<file path="config.mk">
export PLATFORM = sky130hd
export DESIGN_NAME = omni_chassis_heading_hold_mixer
export DESIGN_NICKNAME = d
export VERILOG_FILES = /design/src/design/omni_mix_pkg.sv /design/src/design/omni_mix_ctrl.sv /design/src/design/omni_mix_dp.sv /design/src/design/omni_chassis_heading_hold_mixer.sv
export SDC_FILE = /design/constraint.sdc
export NUM_CORES = 2
export LEC_CHECK = 0
export BUFFER_PORTS_ARGS = -buffer_cell sky130_fd_sc_hd__buf_2
export CORE_ASPECT_RATIO = 1.75
export CORE_MARGIN = 2
export CORE_UTILIZATION = 30
export DETAILED_ROUTE_END_ITERATION = 7
export SLEW_MARGIN = 30
export SYNTH_ARGS = -nofsm -noshare
export SYNTH_HDL_FRONTEND = slang
export SYNTH_SLANG_ARGS = --single-unit
</file>
<file path="constraint.sdc">
create_clock -name i_clk -period 33.8 [get_ports i_clk]
set_clock_uncertainty 0.2 [all_clocks]
set_input_delay 1.69 -clock i_clk [delete_from_list [all_inputs] [get_ports i_clk]]
set_output_delay 1.69 -clock i_clk [all_outputs]
set_load 0.05 [all_outputs]
</file>
<file path="src/design/omni_mix_pkg.sv">
// Shared types, constants and the sine table builder for the omni chassis mixer.
// Used by the controller, the datapath and the top level; depends on nothing.
`default_nettype none

package omni_mix_pkg;

    typedef enum logic [1:0] {
        OP_COMMAND = 2'd0,
        OP_HEADING = 2'd1,
        OP_STOP    = 2'd2,
        OP_UPDATE  = 2'd3
    } t_op;

    typedef enum logic [1:0] {
        STAT_INACTIVE = 2'd0,
        STAT_DRIVE    = 2'd1,
        STAT_NO_LIMIT = 2'd2
    } t_status;

    localparam logic [2:0] CFG_GAIN_P   = 3'd0;
    localparam logic [2:0] CFG_GAIN_D   = 3'd1;
    localparam logic [2:0] CFG_FF_PITCH = 3'd2;
    localparam logic [2:0] CFG_FF_ROLL  = 3'd3;

    localparam int DEADBAND     = 123;
    localparam int MAX_ROT      = 1434;
    localparam int HALF_TURN    = 11520;
    localparam int FULL_TURN    = 23040;
    localparam int QUARTER_TURN = 5760;
    localparam int UNIT_Q12     = 4096;
    localparam int SIN_ONE      = 16384;
    localparam int GAIN_P_MAX   = 13107;
    localparam int GAIN_D_MAX   = 3277;
    localparam int FF_LIMIT     = 8192;
    localparam int GAIN_P_RESET = 2621;
    localparam int GAIN_D_RESET = 393;
    localparam int NUM_WHEELS   = 4;
    localparam int QUOT_BITS    = 15;

    // Division by 90 through a reciprocal; the index divide by 5760 is a shift by 6 and this.
    localparam int SIX_BITS     = 6;
    localparam int DIV_NINETY   = 90;
    localparam int RECIP_SHIFT  = 26;
    localparam longint RECIP_90 = (64'd1 << RECIP_SHIFT) / DIV_NINETY;
    localparam int RECIP_BITS   = $clog2(RECIP_90 + 1);

    localparam logic [63:0] HALF_PI_Q30 = 64'd1686629713;

    typedef struct packed {
        logic       take;
        logic       err_load;
        logic       sin_a;
        logic       sin_b;
        logic       ff_load;
        logic       roll_sel;
        logic       head_p;
        logic       head_d;
        logic       mix;
        logic       wheel_mul;
        logic       div_step;
        logic       div_last;
        logic [1:0] wheel;
        logic       out_load;
    } t_dp_cmd;

    typedef struct packed {
        logic quick;
    } t_dp_stat;

    // Q1.14 sine of an angle given in Q2.30 radians, from a six term Taylor series.
    function automatic logic [14:0] sine_entry(input logic [63:0] x);
        logic [63:0] one;
        logic [63:0] x2;
        logic [63:0] t;
        logic [63:0] s;
        one = 64'd1 << 30;
        x2  = (x * x) >> 30;
        t   = one;
        for (int k = 0; k < 5; k++) begin
            unique case (k)
                0: t = one - (((x2 * t) >> 30) / 64'd110);
                1: t = one - (((x2 * t) >> 30) / 64'd72);
                2: t = one - (((x2 * t) >> 30) / 64'd42);
                3: t = one - (((x2 * t) >> 30) / 64'd20);
                default: t = one - (((x2 * t) >> 30) / 64'd6);
            endcase
        end
        s = (x * t) >> 30;
        s = (s + (64'd1 << 15)) >> 16;
        if (s > 64'(SIN_ONE)) s = 64'(SIN_ONE);
        return s[14:0];
    endfunction

endpackage

`default_nettype wire

</file>
<file path="src/design/omni_mix_ctrl.sv">
// Sequencing state machine for the omni chassis mixer.
// Depends on omni_mix_pkg; drives the datapath through t_dp_cmd.
`default_nettype none

module omni_mix_ctrl (
    input  logic                   i_clk,
    input  logic                   i_rst_n,
    input  logic                   i_in_valid,
    output logic                   o_in_stall,
    input  logic [1:0]             i_op,
    output logic                   o_out_valid,
    input  logic                   i_out_stall,
    input  omni_mix_pkg::t_dp_stat i_stat,
    output omni_mix_pkg::t_dp_cmd  o_cmd
);
    import omni_mix_pkg::*;

    typedef enum logic [9:0] {
        S_IDLE   = 10'b00_0000_0001,
        S_SIN_A  = 10'b00_0000_0010,
        S_SIN_B  = 10'b00_0000_0100,
        S_FF     = 10'b00_0000_1000,
        S_HEAD_P = 10'b00_0001_0000,
        S_HEAD_D = 10'b00_0010_0000,
        S_MIX    = 10'b00_0100_0000,
        S_WMUL   = 10'b00_1000_0000,
        S_DIV    = 10'b01_0000_0000,
        S_OUT    = 10'b10_0000_0000
    } t_state;

    localparam int CW = $clog2(QUOT_BITS);

    t_state          r_state, n_state;
    logic            r_roll, n_roll;
    logic [1:0]      r_wheel, n_wheel;
    logic [CW-1:0]   r_cnt, n_cnt;
    logic            r_out_valid;

    logic w_take;
    logic w_out_free;
    logic w_div_last;

    assign w_take     = i_in_valid && (r_state == S_IDLE);
    assign w_out_free = !r_out_valid || !i_out_stall;
    assign w_div_last = (r_state == S_DIV) && (r_cnt == CW'(QUOT_BITS - 1));

    always_comb begin
        n_state = r_state;
        n_roll  = r_roll;
        n_wheel = r_wheel;
        n_cnt   = r_cnt;
        unique case (r_state)
            S_IDLE: begin
                if (w_take && (t_op'(i_op) == OP_UPDATE)) begin
                    n_roll  = 1'b0;
                    n_wheel = '0;
                    n_state = i_stat.quick ? S_OUT : S_SIN_A;
                end
            end
            S_SIN_A:  n_state = S_SIN_B;
            S_SIN_B:  n_state = S_FF;
            S_FF: begin
                if (!r_roll) begin
                    n_roll  = 1'b1;
                    n_state = S_SIN_A;
                end else begin
                    n_state = S_HEAD_P;
                end
            end
            S_HEAD_P: n_state = S_HEAD_D;
            S_HEAD_D: n_state = S_MIX;
            S_MIX:    n_state = S_WMUL;
            S_WMUL: begin
                n_cnt   = '0;
                n_state = S_DIV;
            end
            S_DIV: begin
                if (w_div_last) begin
                    if (r_wheel == 2'(NUM_WHEELS - 1)) begin
                        n_state = S_OUT;
                    end else begin
                        n_wheel = r_wheel + 2'd1;
                        n_state = S_WMUL;
                    end
                end else begin
                    n_cnt = r_cnt + CW'(1);
                end
            end
            S_OUT: begin
                if (w_out_free) n_state = S_IDLE;
            end
            default: n_state = S_IDLE;
        endcase
    end

    always_ff @(posedge i_clk) begin
        if (!i_rst_n) begin
            r_state     <= S_IDLE;
            r_roll      <= 1'b0;
            r_wheel     <= '0;
            r_cnt       <= '0;
            r_out_valid <= 1'b0;
        end else begin
            r_state <= n_state;
            r_roll  <= n_roll;
            r_wheel <= n_wheel;
            r_cnt   <= n_cnt;
            if ((r_state == S_OUT) && w_out_free) begin
                r_out_valid <= 1'b1;
            end else if (!i_out_stall) begin
                r_out_valid <= 1'b0;
            end
        end
    end

    assign o_in_stall  = (r_state != S_IDLE);
    assign o_out_valid = r_out_valid;

    always_comb begin
        o_cmd           = '0;
        o_cmd.take      = w_take;
        o_cmd.err_load  = (r_state == S_SIN_A) && !r_roll;
        o_cmd.sin_a     = (r_state == S_SIN_A);
        o_cmd.sin_b     = (r_state == S_SIN_B);
        o_cmd.ff_load   = (r_state == S_FF);
        o_cmd.roll_sel  = r_roll;
        o_cmd.head_p    = (r_state == S_HEAD_P);
        o_cmd.head_d    = (r_state == S_HEAD_D);
        o_cmd.mix       = (r_state == S_MIX);
        o_cmd.wheel_mul = (r_state == S_WMUL);
        o_cmd.div_step  = (r_state == S_DIV);
        o_cmd.div_last  = w_div_last;
        o_cmd.wheel     = r_wheel;
        o_cmd.out_load  = (r_state == S_OUT) && w_out_free;
    end

    a_rise_from_out: assert property (@(posedge i_clk) disable iff (!i_rst_n)
        $rose(r_out_valid) |-> $past(r_state == S_OUT))
        else $error("result beat raised outside the output state");

    a_cnt_range: assert property (@(posedge i_clk) disable iff (!i_rst_n)
        (r_state == S_DIV) |-> (r_cnt < CW'(QUOT_BITS)))
        else $error("divider step count out of range");

    a_div_holds: assert property (@(posedge i_clk) disable iff (!i_rst_n)
        ((r_state == S_DIV) && !w_div_last) |=> ((r_state == S_DIV) && $stable(r_wheel)))
        else $error("divider left early or wheel changed mid divide");

endmodule

`default_nettype wire

</file>
<file path="src/design/omni_mix_dp.sv">
// Datapath of the omni chassis mixer: held command, gains, sine lookup,
// heading hold, wheel mixing and the shared restoring divider. Depends on omni_mix_pkg.
`default_nettype none

module omni_mix_dp #(
    parameter int SINE_TABLE_DEPTH = 256
) (
    input  logic                   i_clk,
    input  logic                   i_rst_n,
    input  omni_mix_pkg::t_dp_cmd  i_cmd,
    output omni_mix_pkg::t_dp_stat o_stat,
    input  logic                   i_cfg_we,
    input  logic [2:0]             i_cfg_index,
    input  logic [14:0]            i_cfg_data,
    input  logic [1:0]             i_op,
    input  logic signed [15:0]     i_vel_x,
    input  logic signed [15:0]     i_vel_y,
    input  logic signed [15:0]     i_spin,
    input  logic signed [15:0]     i_yaw,
    input  logic [14:0]            i_speed_limit,
    input  logic signed [15:0]     i_gyro_rate,
    input  logic signed [13:0]     i_roll_angle,
    input  logic signed [13:0]     i_pitch_angle,
    output logic [1:0]             o_status,
    output logic signed [15:0]     o_wheel_front_left,
    output logic signed [15:0]     o_wheel_front_right,
    output logic signed [15:0]     o_wheel_rear_right,
    output logic signed [15:0]     o_wheel_rear_left
);
    import omni_mix_pkg::*;

    localparam int IW = $clog2(SINE_TABLE_DEPTH);
    localparam int XW = $clog2(QUARTER_TURN * SINE_TABLE_DEPTH + QUARTER_TURN / 2 + 1);
    localparam int YW = XW - SIX_BITS;
    localparam int PW = YW + RECIP_BITS;
    localparam int RW = 19;

    function automatic logic signed [17:0] wrap_angle(input logic signed [17:0] a);
        logic signed [17:0] v;
        v = a;
        for (int k = 0; k < 3; k++) begin
            if (v > 18'sd11520) v = v - 18'sd23040;
            else if (v < -18'sd11520) v = v + 18'sd23040;
        end
        return v;
    endfunction

    function automatic logic signed [39:0] rnd_shr(input logic signed [39:0] v,
                                                   input int unsigned k);
        logic signed [39:0] half;
        logic signed [39:0] r;
        half = 40'sd1 <<< (k - 1);
        if (v >= 0) r = (v + half) >>> k;
        else r = -((-v + half) >>> k);
        return r;
    endfunction

    function automatic logic big(input logic signed [15:0] v);
        return (v > 16'sd123) || (v < -16'sd123);
    endfunction

    logic [14:0] w_rom [SINE_TABLE_DEPTH];
    for (genvar gi = 0; gi < SINE_TABLE_DEPTH; gi++) begin : g_rom
        localparam logic [63:0] X_POS = (64'(gi) * HALF_PI_Q30) / SINE_TABLE_DEPTH;
        assign w_rom[gi] = sine_entry(X_POS);
    end

    logic [13:0]        r_kp;
    logic [11:0]        r_kd;
    logic signed [14:0] r_ffp, r_ffr;
    logic signed [15:0] r_vx, r_vy, r_spin, r_ref;
    logic [14:0]        r_lim;
    logic               r_active;

    logic signed [15:0] r_yaw, r_gyro;
    logic signed [13:0] r_roll, r_pitch;

    logic [IW:0]        r_sq0;
    logic [YW-1:0]      r_sy;
    logic               r_sneg;
    logic signed [15:0] r_sin;
    logic signed [16:0] r_fx, r_fy;
    logic signed [14:0] r_e;
    logic signed [30:0] r_hacc;
    logic signed [16:0] r_w;
    logic signed [18:0] r_wv [NUM_WHEELS];
    logic [17:0]        r_den;
    logic [RW-1:0]      r_rem;
    logic [QUOT_BITS-1:0] r_dnum, r_q;
    logic               r_dneg;
    logic signed [15:0] r_wheel [NUM_WHEELS];
    logic [1:0]         r_o_status;
    logic signed [15:0] r_o_wheel [NUM_WHEELS];

    logic signed [14:0] w_cfg_s;
    assign w_cfg_s = $signed(i_cfg_data);

    always_ff @(posedge i_clk) begin
        if (!i_rst_n) begin
            r_kp  <= 14'(GAIN_P_RESET);
            r_kd  <= 12'(GAIN_D_RESET);
            r_ffp <= '0;
            r_ffr <= '0;
        end else if (i_cfg_we) begin
            unique case (i_cfg_index)
                CFG_GAIN_P: begin
                    if (i_cfg_data[13:0] <= 14'(GAIN_P_MAX)) r_kp <= i_cfg_data[13:0];
                end
                CFG_GAIN_D: begin
                    if (i_cfg_data[11:0] <= 12'(GAIN_D_MAX)) r_kd <= i_cfg_data[11:0];
                end
                CFG_FF_PITCH: begin
                    if (w_cfg_s >= -15'sd8192 && w_cfg_s <= 15'sd8192) r_ffp <= w_cfg_s;
                end
                CFG_FF_ROLL: begin
                    if (w_cfg_s >= -15'sd8192 && w_cfg_s <= 15'sd8192) r_ffr <= w_cfg_s;
                end
                default: ;
            endcase
        end
    end

    logic w_moving;
    assign w_moving = big(i_vel_x) || big(i_vel_y) || big(i_spin);

    always_ff @(posedge i_clk) begin
        if (!i_rst_n) begin
            r_vx     <= '0;
            r_vy     <= '0;
            r_spin   <= '0;
            r_ref    <= '0;
            r_lim    <= '0;
            r_active <= 1'b0;
        end else if (i_cmd.take) begin
            unique case (t_op'(i_op))
                OP_COMMAND: begin
                    if (!w_moving) begin
                        r_active <= 1'b0;
                    end else begin
                        if (!r_active || big(i_spin)) r_ref <= i_yaw;
                        r_vx     <= i_vel_x;
                        r_vy     <= i_vel_y;
                        r_spin   <= i_spin;
                        r_lim    <= i_speed_limit;
                        r_active <= 1'b1;
                    end
                end
                OP_HEADING: begin
                    r_vx     <= '0;
                    r_vy     <= '0;
                    r_spin   <= '0;
                    r_ref    <= 16'(wrap_angle(18'(i_yaw)));
                    r_lim    <= i_speed_limit;
                    r_active <= 1'b1;
                end
                OP_STOP: begin
                    r_vx     <= '0;
                    r_vy     <= '0;
                    r_spin   <= '0;
                    r_ref    <= '0;
                    r_lim    <= '0;
                    r_active <= 1'b0;
                end
                default: ;
            endcase
        end
    end

    always_ff @(posedge i_clk) begin
        if (i_cmd.take && (t_op'(i_op) == OP_UPDATE)) begin
            r_yaw   <= i_yaw;
            r_gyro  <= i_gyro_rate;
            r_roll  <= i_roll_angle;
            r_pitch <= i_pitch_angle;
        end
    end

    assign o_stat.quick = !r_active || (r_lim == '0);

    // Sine lookup: fold, scale to a table index, divide by 5760 via shift and reciprocal.
    logic signed [13:0] w_ang;
    logic [13:0]        w_mag, w_fold;
    logic [XW-1:0]      w_x;
    logic [YW-1:0]      w_y;
    logic [PW-1:0]      w_sprod;
    logic [YW-1:0]      w_srem;
    logic [IW:0]        w_idx;
    logic [14:0]        w_smag;

    assign w_ang   = i_cmd.roll_sel ? r_roll : r_pitch;
    assign w_mag   = w_ang[13] ? 14'(-w_ang) : 14'(w_ang);
    assign w_fold  = (w_mag > 14'(QUARTER_TURN)) ? 14'(HALF_TURN) - w_mag : w_mag;
    assign w_x     = XW'(w_fold) * XW'(SINE_TABLE_DEPTH) + XW'(QUARTER_TURN / 2);
    assign w_y     = w_x[XW-1:SIX_BITS];
    assign w_sprod = PW'(w_y) * PW'(RECIP_90);
    assign w_srem  = r_sy - YW'(r_sq0) * YW'(DIV_NINETY);
    assign w_idx   = (w_srem >= YW'(DIV_NINETY)) ? r_sq0 + (IW+1)'(1) : r_sq0;
    assign w_smag  = (w_idx >= (IW+1)'(SINE_TABLE_DEPTH)) ? 15'(SIN_ONE)
                                                          : w_rom[w_idx[IW-1:0]];

    logic signed [14:0] w_ffg;
    logic signed [30:0] w_ffprod;
    logic signed [39:0] w_ffr;
    assign w_ffg    = i_cmd.roll_sel ? r_ffr : r_ffp;
    assign w_ffprod = 31'(w_ffg) * 31'(r_sin);
    assign w_ffr    = rnd_shr(40'(w_ffprod), 16);

    logic signed [17:0] w_diff;
    assign w_diff = 18'(r_ref) - 18'(r_yaw);

    logic signed [30:0] w_hp;
    logic signed [30:0] w_dterm;
    logic signed [32:0] w_tot;
    logic signed [39:0] w_hr;
    assign w_hp    = 31'($signed({1'b0, r_kp})) * 31'(r_e);
    assign w_dterm = 31'($signed({1'b0, r_kd})) * 31'(r_gyro);
    assign w_tot   = 33'(r_hacc) - (33'(w_dterm) <<< 2);
    assign w_hr    = rnd_shr(40'(w_tot), 10);

    logic signed [16:0] w_rot;
    logic signed [18:0] w_wv [NUM_WHEELS];
    logic [17:0]        w_abs [NUM_WHEELS];
    logic [17:0]        w_peak;
    assign w_rot = big(r_spin) ? 17'(r_spin) : r_w;
    assign w_wv[0] = 19'(r_fx) - 19'(r_fy) - 19'(w_rot);
    assign w_wv[1] = 19'(r_fx) + 19'(r_fy) - 19'(w_rot);
    assign w_wv[2] = 19'(r_fx) + 19'(r_fy) + 19'(w_rot);
    assign w_wv[3] = 19'(r_fx) - 19'(r_fy) + 19'(w_rot);
    always_comb begin
        w_peak = '0;
        for (int i = 0; i < NUM_WHEELS; i++) begin
            w_abs[i] = w_wv[i][18] ? 18'(-w_wv[i]) : 18'(w_wv[i]);
            if (w_abs[i] > w_peak) w_peak = w_abs[i];
        end
    end

    logic signed [34:0] w_wprod;
    logic [33:0]        w_wmag;
    logic [34:0]        w_num;
    assign w_wprod = 35'(r_wv[i_cmd.wheel]) * 35'($signed({1'b0, r_lim}));
    assign w_wmag  = w_wprod[34] ? 34'(-w_wprod) : 34'(w_wprod);
    assign w_num   = 35'(w_wmag) + 35'(r_den >> 1);

    logic [RW-1:0]        w_trial;
    logic                 w_ge;
    logic [QUOT_BITS-1:0] w_q;
    assign w_trial = {r_rem[RW-2:0], r_dnum[QUOT_BITS-1]};
    assign w_ge    = (w_trial >= RW'(r_den));
    assign w_q     = {r_q[QUOT_BITS-2:0], w_ge};

    always_ff @(posedge i_clk) begin
        if (i_cmd.sin_a) begin
            r_sq0  <= w_sprod[RECIP_SHIFT +: IW+1];
            r_sy   <= w_y;
            r_sneg <= w_ang[13];
        end
        if (i_cmd.err_load) begin
            r_e <= 15'(wrap_angle(w_diff));
        end
        if (i_cmd.sin_b) begin
            r_sin <= r_sneg ? -$signed({1'b0, w_smag}) : $signed({1'b0, w_smag});
        end
        if (i_cmd.ff_load) begin
            if (i_cmd.roll_sel) r_fy <= 17'(r_vy) - 17'(w_ffr);
            else r_fx <= 17'(r_vx) + 17'(w_ffr);
        end
        if (i_cmd.head_p) begin
            r_hacc <= w_hp;
        end
        if (i_cmd.head_d) begin
            if (w_hr > 40'sd1434) r_w <= 17'sd1434;
            else if (w_hr < -40'sd1434) r_w <= -17'sd1434;
            else r_w <= 17'(w_hr);
        end
        if (i_cmd.mix) begin
            for (int i = 0; i < NUM_WHEELS; i++) r_wv[i] <= w_wv[i];
            r_den <= (w_peak > 18'(UNIT_Q12)) ? w_peak : 18'(UNIT_Q12);
        end
        if (i_cmd.wheel_mul) begin
            r_rem  <= RW'(w_num >> QUOT_BITS);
            r_dnum <= w_num[QUOT_BITS-1:0];
            r_dneg <= r_wv[i_cmd.wheel][18];
            r_q    <= '0;
        end
        if (i_cmd.div_step) begin
            r_rem  <= w_ge ? w_trial - RW'(r_den) : w_trial;
            r_dnum <= r_dnum << 1;
            r_q    <= w_q;
            if (i_cmd.div_last) begin
                r_wheel[i_cmd.wheel] <= r_dneg ? -$signed({1'b0, w_q}) : $signed({1'b0, w_q});
            end
        end
        if (i_cmd.out_load) begin
            if (!r_active) r_o_status <= STAT_INACTIVE;
            else if (r_lim == '0) r_o_status <= STAT_NO_LIMIT;
            else r_o_status <= STAT_DRIVE;
            for (int i = 0; i < NUM_WHEELS; i++) begin
                r_o_wheel[i] <= (r_active && (r_lim != '0)) ? r_wheel[i] : '0;
            end
        end
    end

    assign o_status            = r_o_status;
    assign o_wheel_front_left  = r_o_wheel[0];
    assign o_wheel_front_right = r_o_wheel[1];
    assign o_wheel_rear_right  = r_o_wheel[2];
    assign o_wheel_rear_left   = r_o_wheel[3];

endmodule

`default_nettype wire

</file>
<file path="src/design/omni_chassis_heading_hold_mixer.sv">
// Top level of the omni chassis mixer with heading hold.
// Depends on omni_mix_pkg, omni_mix_ctrl and omni_mix_dp.
//
// Commands, heading targets and stops are applied when taken and leave the
// controller idle. An update beat on an inactive block or one with a zero speed
// limit goes straight to the output state. A driven update runs two sine lookups,
// each in S_SIN_A, S_SIN_B and S_FF, then heading hold and mixing in S_HEAD_P,
// S_HEAD_D and S_MIX, then for each wheel S_WMUL and one shared restoring divider
// that produces the 15-bit scaled speed, one cycle per quotient bit. The result
// waits in an output register, so the next beat may be taken while it is still held.
`default_nettype none

module omni_chassis_heading_hold_mixer #(
    parameter int SINE_TABLE_DEPTH = 256
) (
    input  logic               i_clk,
    input  logic               i_rst_n,
    input  logic               i_cfg_we,
    input  logic [2:0]         i_cfg_index,
    input  logic [14:0]        i_cfg_data,
    input  logic               i_in_valid,
    output logic               o_in_stall,
    input  logic [1:0]         i_op,
    input  logic signed [15:0] i_vel_x,
    input  logic signed [15:0] i_vel_y,
    input  logic signed [15:0] i_spin,
    input  logic signed [15:0] i_yaw,
    input  logic [14:0]        i_speed_limit,
    input  logic signed [15:0] i_gyro_rate,
    input  logic signed [13:0] i_roll_angle,
    input  logic signed [13:0] i_pitch_angle,
    output logic               o_out_valid,
    input  logic               i_out_stall,
    output logic [1:0]         o_status,
    output logic signed [15:0] o_wheel_front_left,
    output logic signed [15:0] o_wheel_front_right,
    output logic signed [15:0] o_wheel_rear_right,
    output logic signed [15:0] o_wheel_rear_left
);
    import omni_mix_pkg::*;

    t_dp_cmd  w_cmd;
    t_dp_stat w_stat;

    omni_mix_ctrl u_ctrl (
        .i_clk       (i_clk),
        .i_rst_n     (i_rst_n),
        .i_in_valid  (i_in_valid),
        .o_in_stall  (o_in_stall),
        .i_op        (i_op),
        .o_out_valid (o_out_valid),
        .i_out_stall (i_out_stall),
        .i_stat      (w_stat),
        .o_cmd       (w_cmd)
    );

    omni_mix_dp #(
        .SINE_TABLE_DEPTH (SINE_TABLE_DEPTH)
    ) u_dp (
        .i_clk               (i_clk),
        .i_rst_n             (i_rst_n),
        .i_cmd               (w_cmd),
        .o_stat              (w_stat),
        .i_cfg_we            (i_cfg_we),
        .i_cfg_index         (i_cfg_index),
        .i_cfg_data          (i_cfg_data),
        .i_op                (i_op),
        .i_vel_x             (i_vel_x),
        .i_vel_y             (i_vel_y),
        .i_spin              (i_spin),
        .i_yaw               (i_yaw),
        .i_speed_limit       (i_speed_limit),
        .i_gyro_rate         (i_gyro_rate),
        .i_roll_angle        (i_roll_angle),
        .i_pitch_angle       (i_pitch_angle),
        .o_status            (o_status),
        .o_wheel_front_left  (o_wheel_front_left),
        .o_wheel_front_right (o_wheel_front_right),
        .o_wheel_rear_right  (o_wheel_rear_right),
        .o_wheel_rear_left   (o_wheel_rear_left)
    );

endmodule

`default_nettype wire
</file>
==> metrics.txt <==
Yosys top cell area share 20.9%; total gr overflow 0; area leader, netlist fa_1; worst path required time roughly 34000 ps; period utilization roughly half; vias per cell 5.23; die area 0.301 mm²; die width between 400 and 500 µm; Worst-Skew Late Latency 700 ps; global-route wire length before repair about 450 mm; Crit Path Category flip-flop to flip-flop; Hold Path End u_dp.r_ref[5]$_SDFFE_PN0P_; Iter 0 DRT Violations 4145; CTS Buffer Depth 3; Pre-antenna DRT Iters 5; Post-Synth Adder-Cell Area ~32%; Post-Synthesis Cell Area slightly below 0.09 mm²; Area Overhead vs Synth 9.18%; #FFs+latches synth around 620; Max-cap violations 0; CP max stage delay around 670 ps; Fillers 30860; status finished clean; largest family of logic cells by synthesized area adder cells; CP max FO 24; DR WL/cell between 20 and 25 µm; Yosys cell types ~130; share of layout cells above drive strength 1 ~7.4%; Area contributors post-synth fa_1, edfxtp_1, ha_1, inv_1, nand2_1; total global-route track usage between 10% and 20%; Post-synth top flop edfxtp_1; Max-slew headroom 26.6%; mux cell area share after synthesis approximately 2.4%; CP Capture Type flip-flop; Post-CTS Repair Setup Buffers 0; Slowest cell on crit path o311ai_0; Setup TNS 0 ps; Clock transition at path regs ~60 ps; Mapped Cells roughly 10000; IO Count around 220; CP arrival approximately 17000 ps; Routed WL around 290 mm; RSZ-0062 raised after global routing no; Slew Viols, Final 0; compound-gate portion of the synthesized area between 15 and 20%; GP Congestion between 1 and 1.5; Root Buffer clkbuf_16; Startpoint Class flip-flop; Routed Antenna Nets 0; H-tree depth 3; depth of the most critical reg-to-reg path 59; chip height between 700 and 800 µm; PortBufs roughly 220; highest clock rate approximately 60 MHz; Hold Startpoint u_dp.r_ref[5]$_SDFFE_PN0P_; Seq/Total Area, Yosys 19.2%; R2R setup slack 17270 ps; nets@finish ~12000; Final Hold Violating Endpoints 0; final setup vio count 0; CTS sink count 621; largest net degree at the start of global routing slightly below 100; core area 0.295 mm²; synth cell count leaders inv_1, nand2_1, fa_1; vias in the first global route 76216; top-count cell post-synth inv_1; Syn Area/Cell approximately 9 µm²; Post-synth EDFFs ~460; PostCTS Resize Cnt 0; num rows around 260; hold_buf cts 0; Worst Hold Class flip-flop to flip-flop; hold path depth 2; yosys warns 0; Reg-to-Reg Start u_dp.r_spin[15]$_SDFFE_PN0P_; post-layout minimum cycle time between 15000 and 20000 ps; hpwl dp 240 mm; CTS tree done; Top cell by count, worst path a21oi_1; Vias approximately 73000; fraction of registers with async set/reset 0%; XOR/XNOR share of the synthesized area 5.50%; slew at the pin closest to its max-slew limit about 1100 ps; DRC 0; initial antenna violation count 32; syn_nets approximately 12000; Post-Synth Simple-Gate Area between 10% and 20%; worst r2r dst u_dp.r_den[1]$_SDFFCE_PP0N_; initial core utilization a little under a third; Num CTS Buffers 74
==> stage by stage <==
step	std cells	hold slack, ps	util (%)	instance area [µm²]	worst slack, ps
finish	13899	263	32.9	97200	17270
global route	13886	285	32.9	97100	16290
CTS	13879	267	32.9	97100	17380
detailed placement	13743	260	32.0	94400	17500
global placement	13743	254	32.0	94400	17440
floorplan	9963	241	-	89000	20580
==> critical path, delay by kind of cell, from the launching register on <==
family | cells | cell delay [ps]
and+or+nand+nor | 11 | 2910
muxes | 1 | 370
DFF | 1 | 330
adders and majority gates | 5 | 1610
buffers and inverters | 4 | 940
AOI/OAI and AO/OA | 38 | 9830
==> sequential cells by signal, indices dropped and copies added (netlist names), 15 cells and up, named ones only <==
| signal | flops |
|---|---|
| u_dp.r_ffp | 15 |
| u_dp.r_ref | 16 |
| u_dp.r_yaw | 16 |
| u_dp.r_gyro | 16 |
| u_dp.r_fx | 17 |
| u_dp.r_w | 17 |
| u_dp.r_lim | 15 |
| u_dp.r_sin | 16 |
| u_dp.r_e | 15 |
| u_dp.r_vy | 16 |
| u_dp.r_rem | 18 |
| u_dp.r_hacc | 30 |
| u_dp.r_spin | 16 |
| u_dp.r_den | 18 |
| u_dp.r_o_wheel | 64 |
| u_dp.r_fy | 17 |
| u_dp.r_wheel | 64 |
| u_dp.r_dnum | 15 |
| u_dp.r_vx | 16 |
| u_dp.r_wv | 74 |
| u_dp.r_ffr | 15 |
==> final cells by class <==
| class | instances | area [µm²] | share of cell area (%) |
|---|---|---|---|
| multi-input cells | 7482 | 65100 | 67.0 |
| clock buffers | 87 | 1940 | 2.00 |
| inverters | 1429 | 5370 | 5.52 |
| well taps | 3857 | 4830 | 4.97 |
| repair buffers | 355 | 2140 | 2.20 |
| diodes | 19 | 47.5 | 0.0489 |
| clock inverters | 49 | 697 | 0.717 |
| flip-flops and latches | 621 | 17100 | 17.6 |
==> worst max path at each step <==
stage	start	endpoint	slack, ps	cells past startpoint
6_report	u_dp.r_spin[15]$_SDFFE_PN0P_	u_dp.r_den[1]$_SDFFCE_PP0N_	17270	59
5_1_grt	u_dp.r_spin[15]$_SDFFE_PN0P_	u_dp.r_den[1]$_SDFFCE_PP0N_	16290	59
4_1_cts	u_dp.r_spin[15]$_SDFFE_PN0P_	u_dp.r_den[1]$_SDFFCE_PP0N_	17380	59
3_5_place_dp	u_dp.r_spin[15]$_SDFFE_PN0P_	u_dp.r_den[1]$_SDFFCE_PP0N_	17500	59
3_3_place_gp	u_dp.r_spin[15]$_SDFFE_PN0P_	u_dp.r_den[1]$_SDFFCE_PP0N_	17440	59
2_1_floorplan	u_dp.r_fx[0]$_DFFE_PP_	u_dp.r_den[9]$_SDFFCE_PP0N_	20580	73
==> cells by family (layout without fill, tap and decap cells) <==
kind of cell             after synthesis  in the layout
buffers and inverters               1860           1920
AND/OR/NAND/NOR                     3048           3048
XOR/XNOR                             539            539
flip-flops                           621            621
adder cells (fa/ha/maj)             1753           1753
AO/OA/AOI/OAI                       1955           1955
multiplexers                         187            187
other                                  0             19
==> per-layer routing <==
| layer | routed length, µm | global-route usage [%] |
|---|---|---|
| met5 | 209 | 0 |
| met4 | 21000 | 11.9 |
| met3 | 13900 | 2.86 |
| met2 | 158000 | 37.1 |
| met1 | 98700 | 18.5 |
==> placed cells by master (no fill, tap or decap), types with 78 or more instances in the layout <==
cell type	synthesis	layout
a211oi_1	90	90
a21o_1	118	118
a21oi_1	469	467
a31oi_1	105	104
and2_1	430	430
and3_1	123	121
buf_2	34	214
buf_4	5	139
dfxtp_1	157	152
edfxtp_1	464	464
fa_1	930	929
ha_1	822	821
inv_1	1419	1417
mux2i_1	130	129
nand2_1	975	975
nand2b_1	79	78
nand3_1	159	159
nor2_1	497	494
nor2b_1	172	170
nor3_1	183	182
o211ai_1	80	80
o21ai_0	343	342
xnor2_1	373	366
xor2_1	147	147
Power is left out: the tool's default activity adds up to more than one toggle a clock period on the data nets, which glitch-free logic cannot reach.
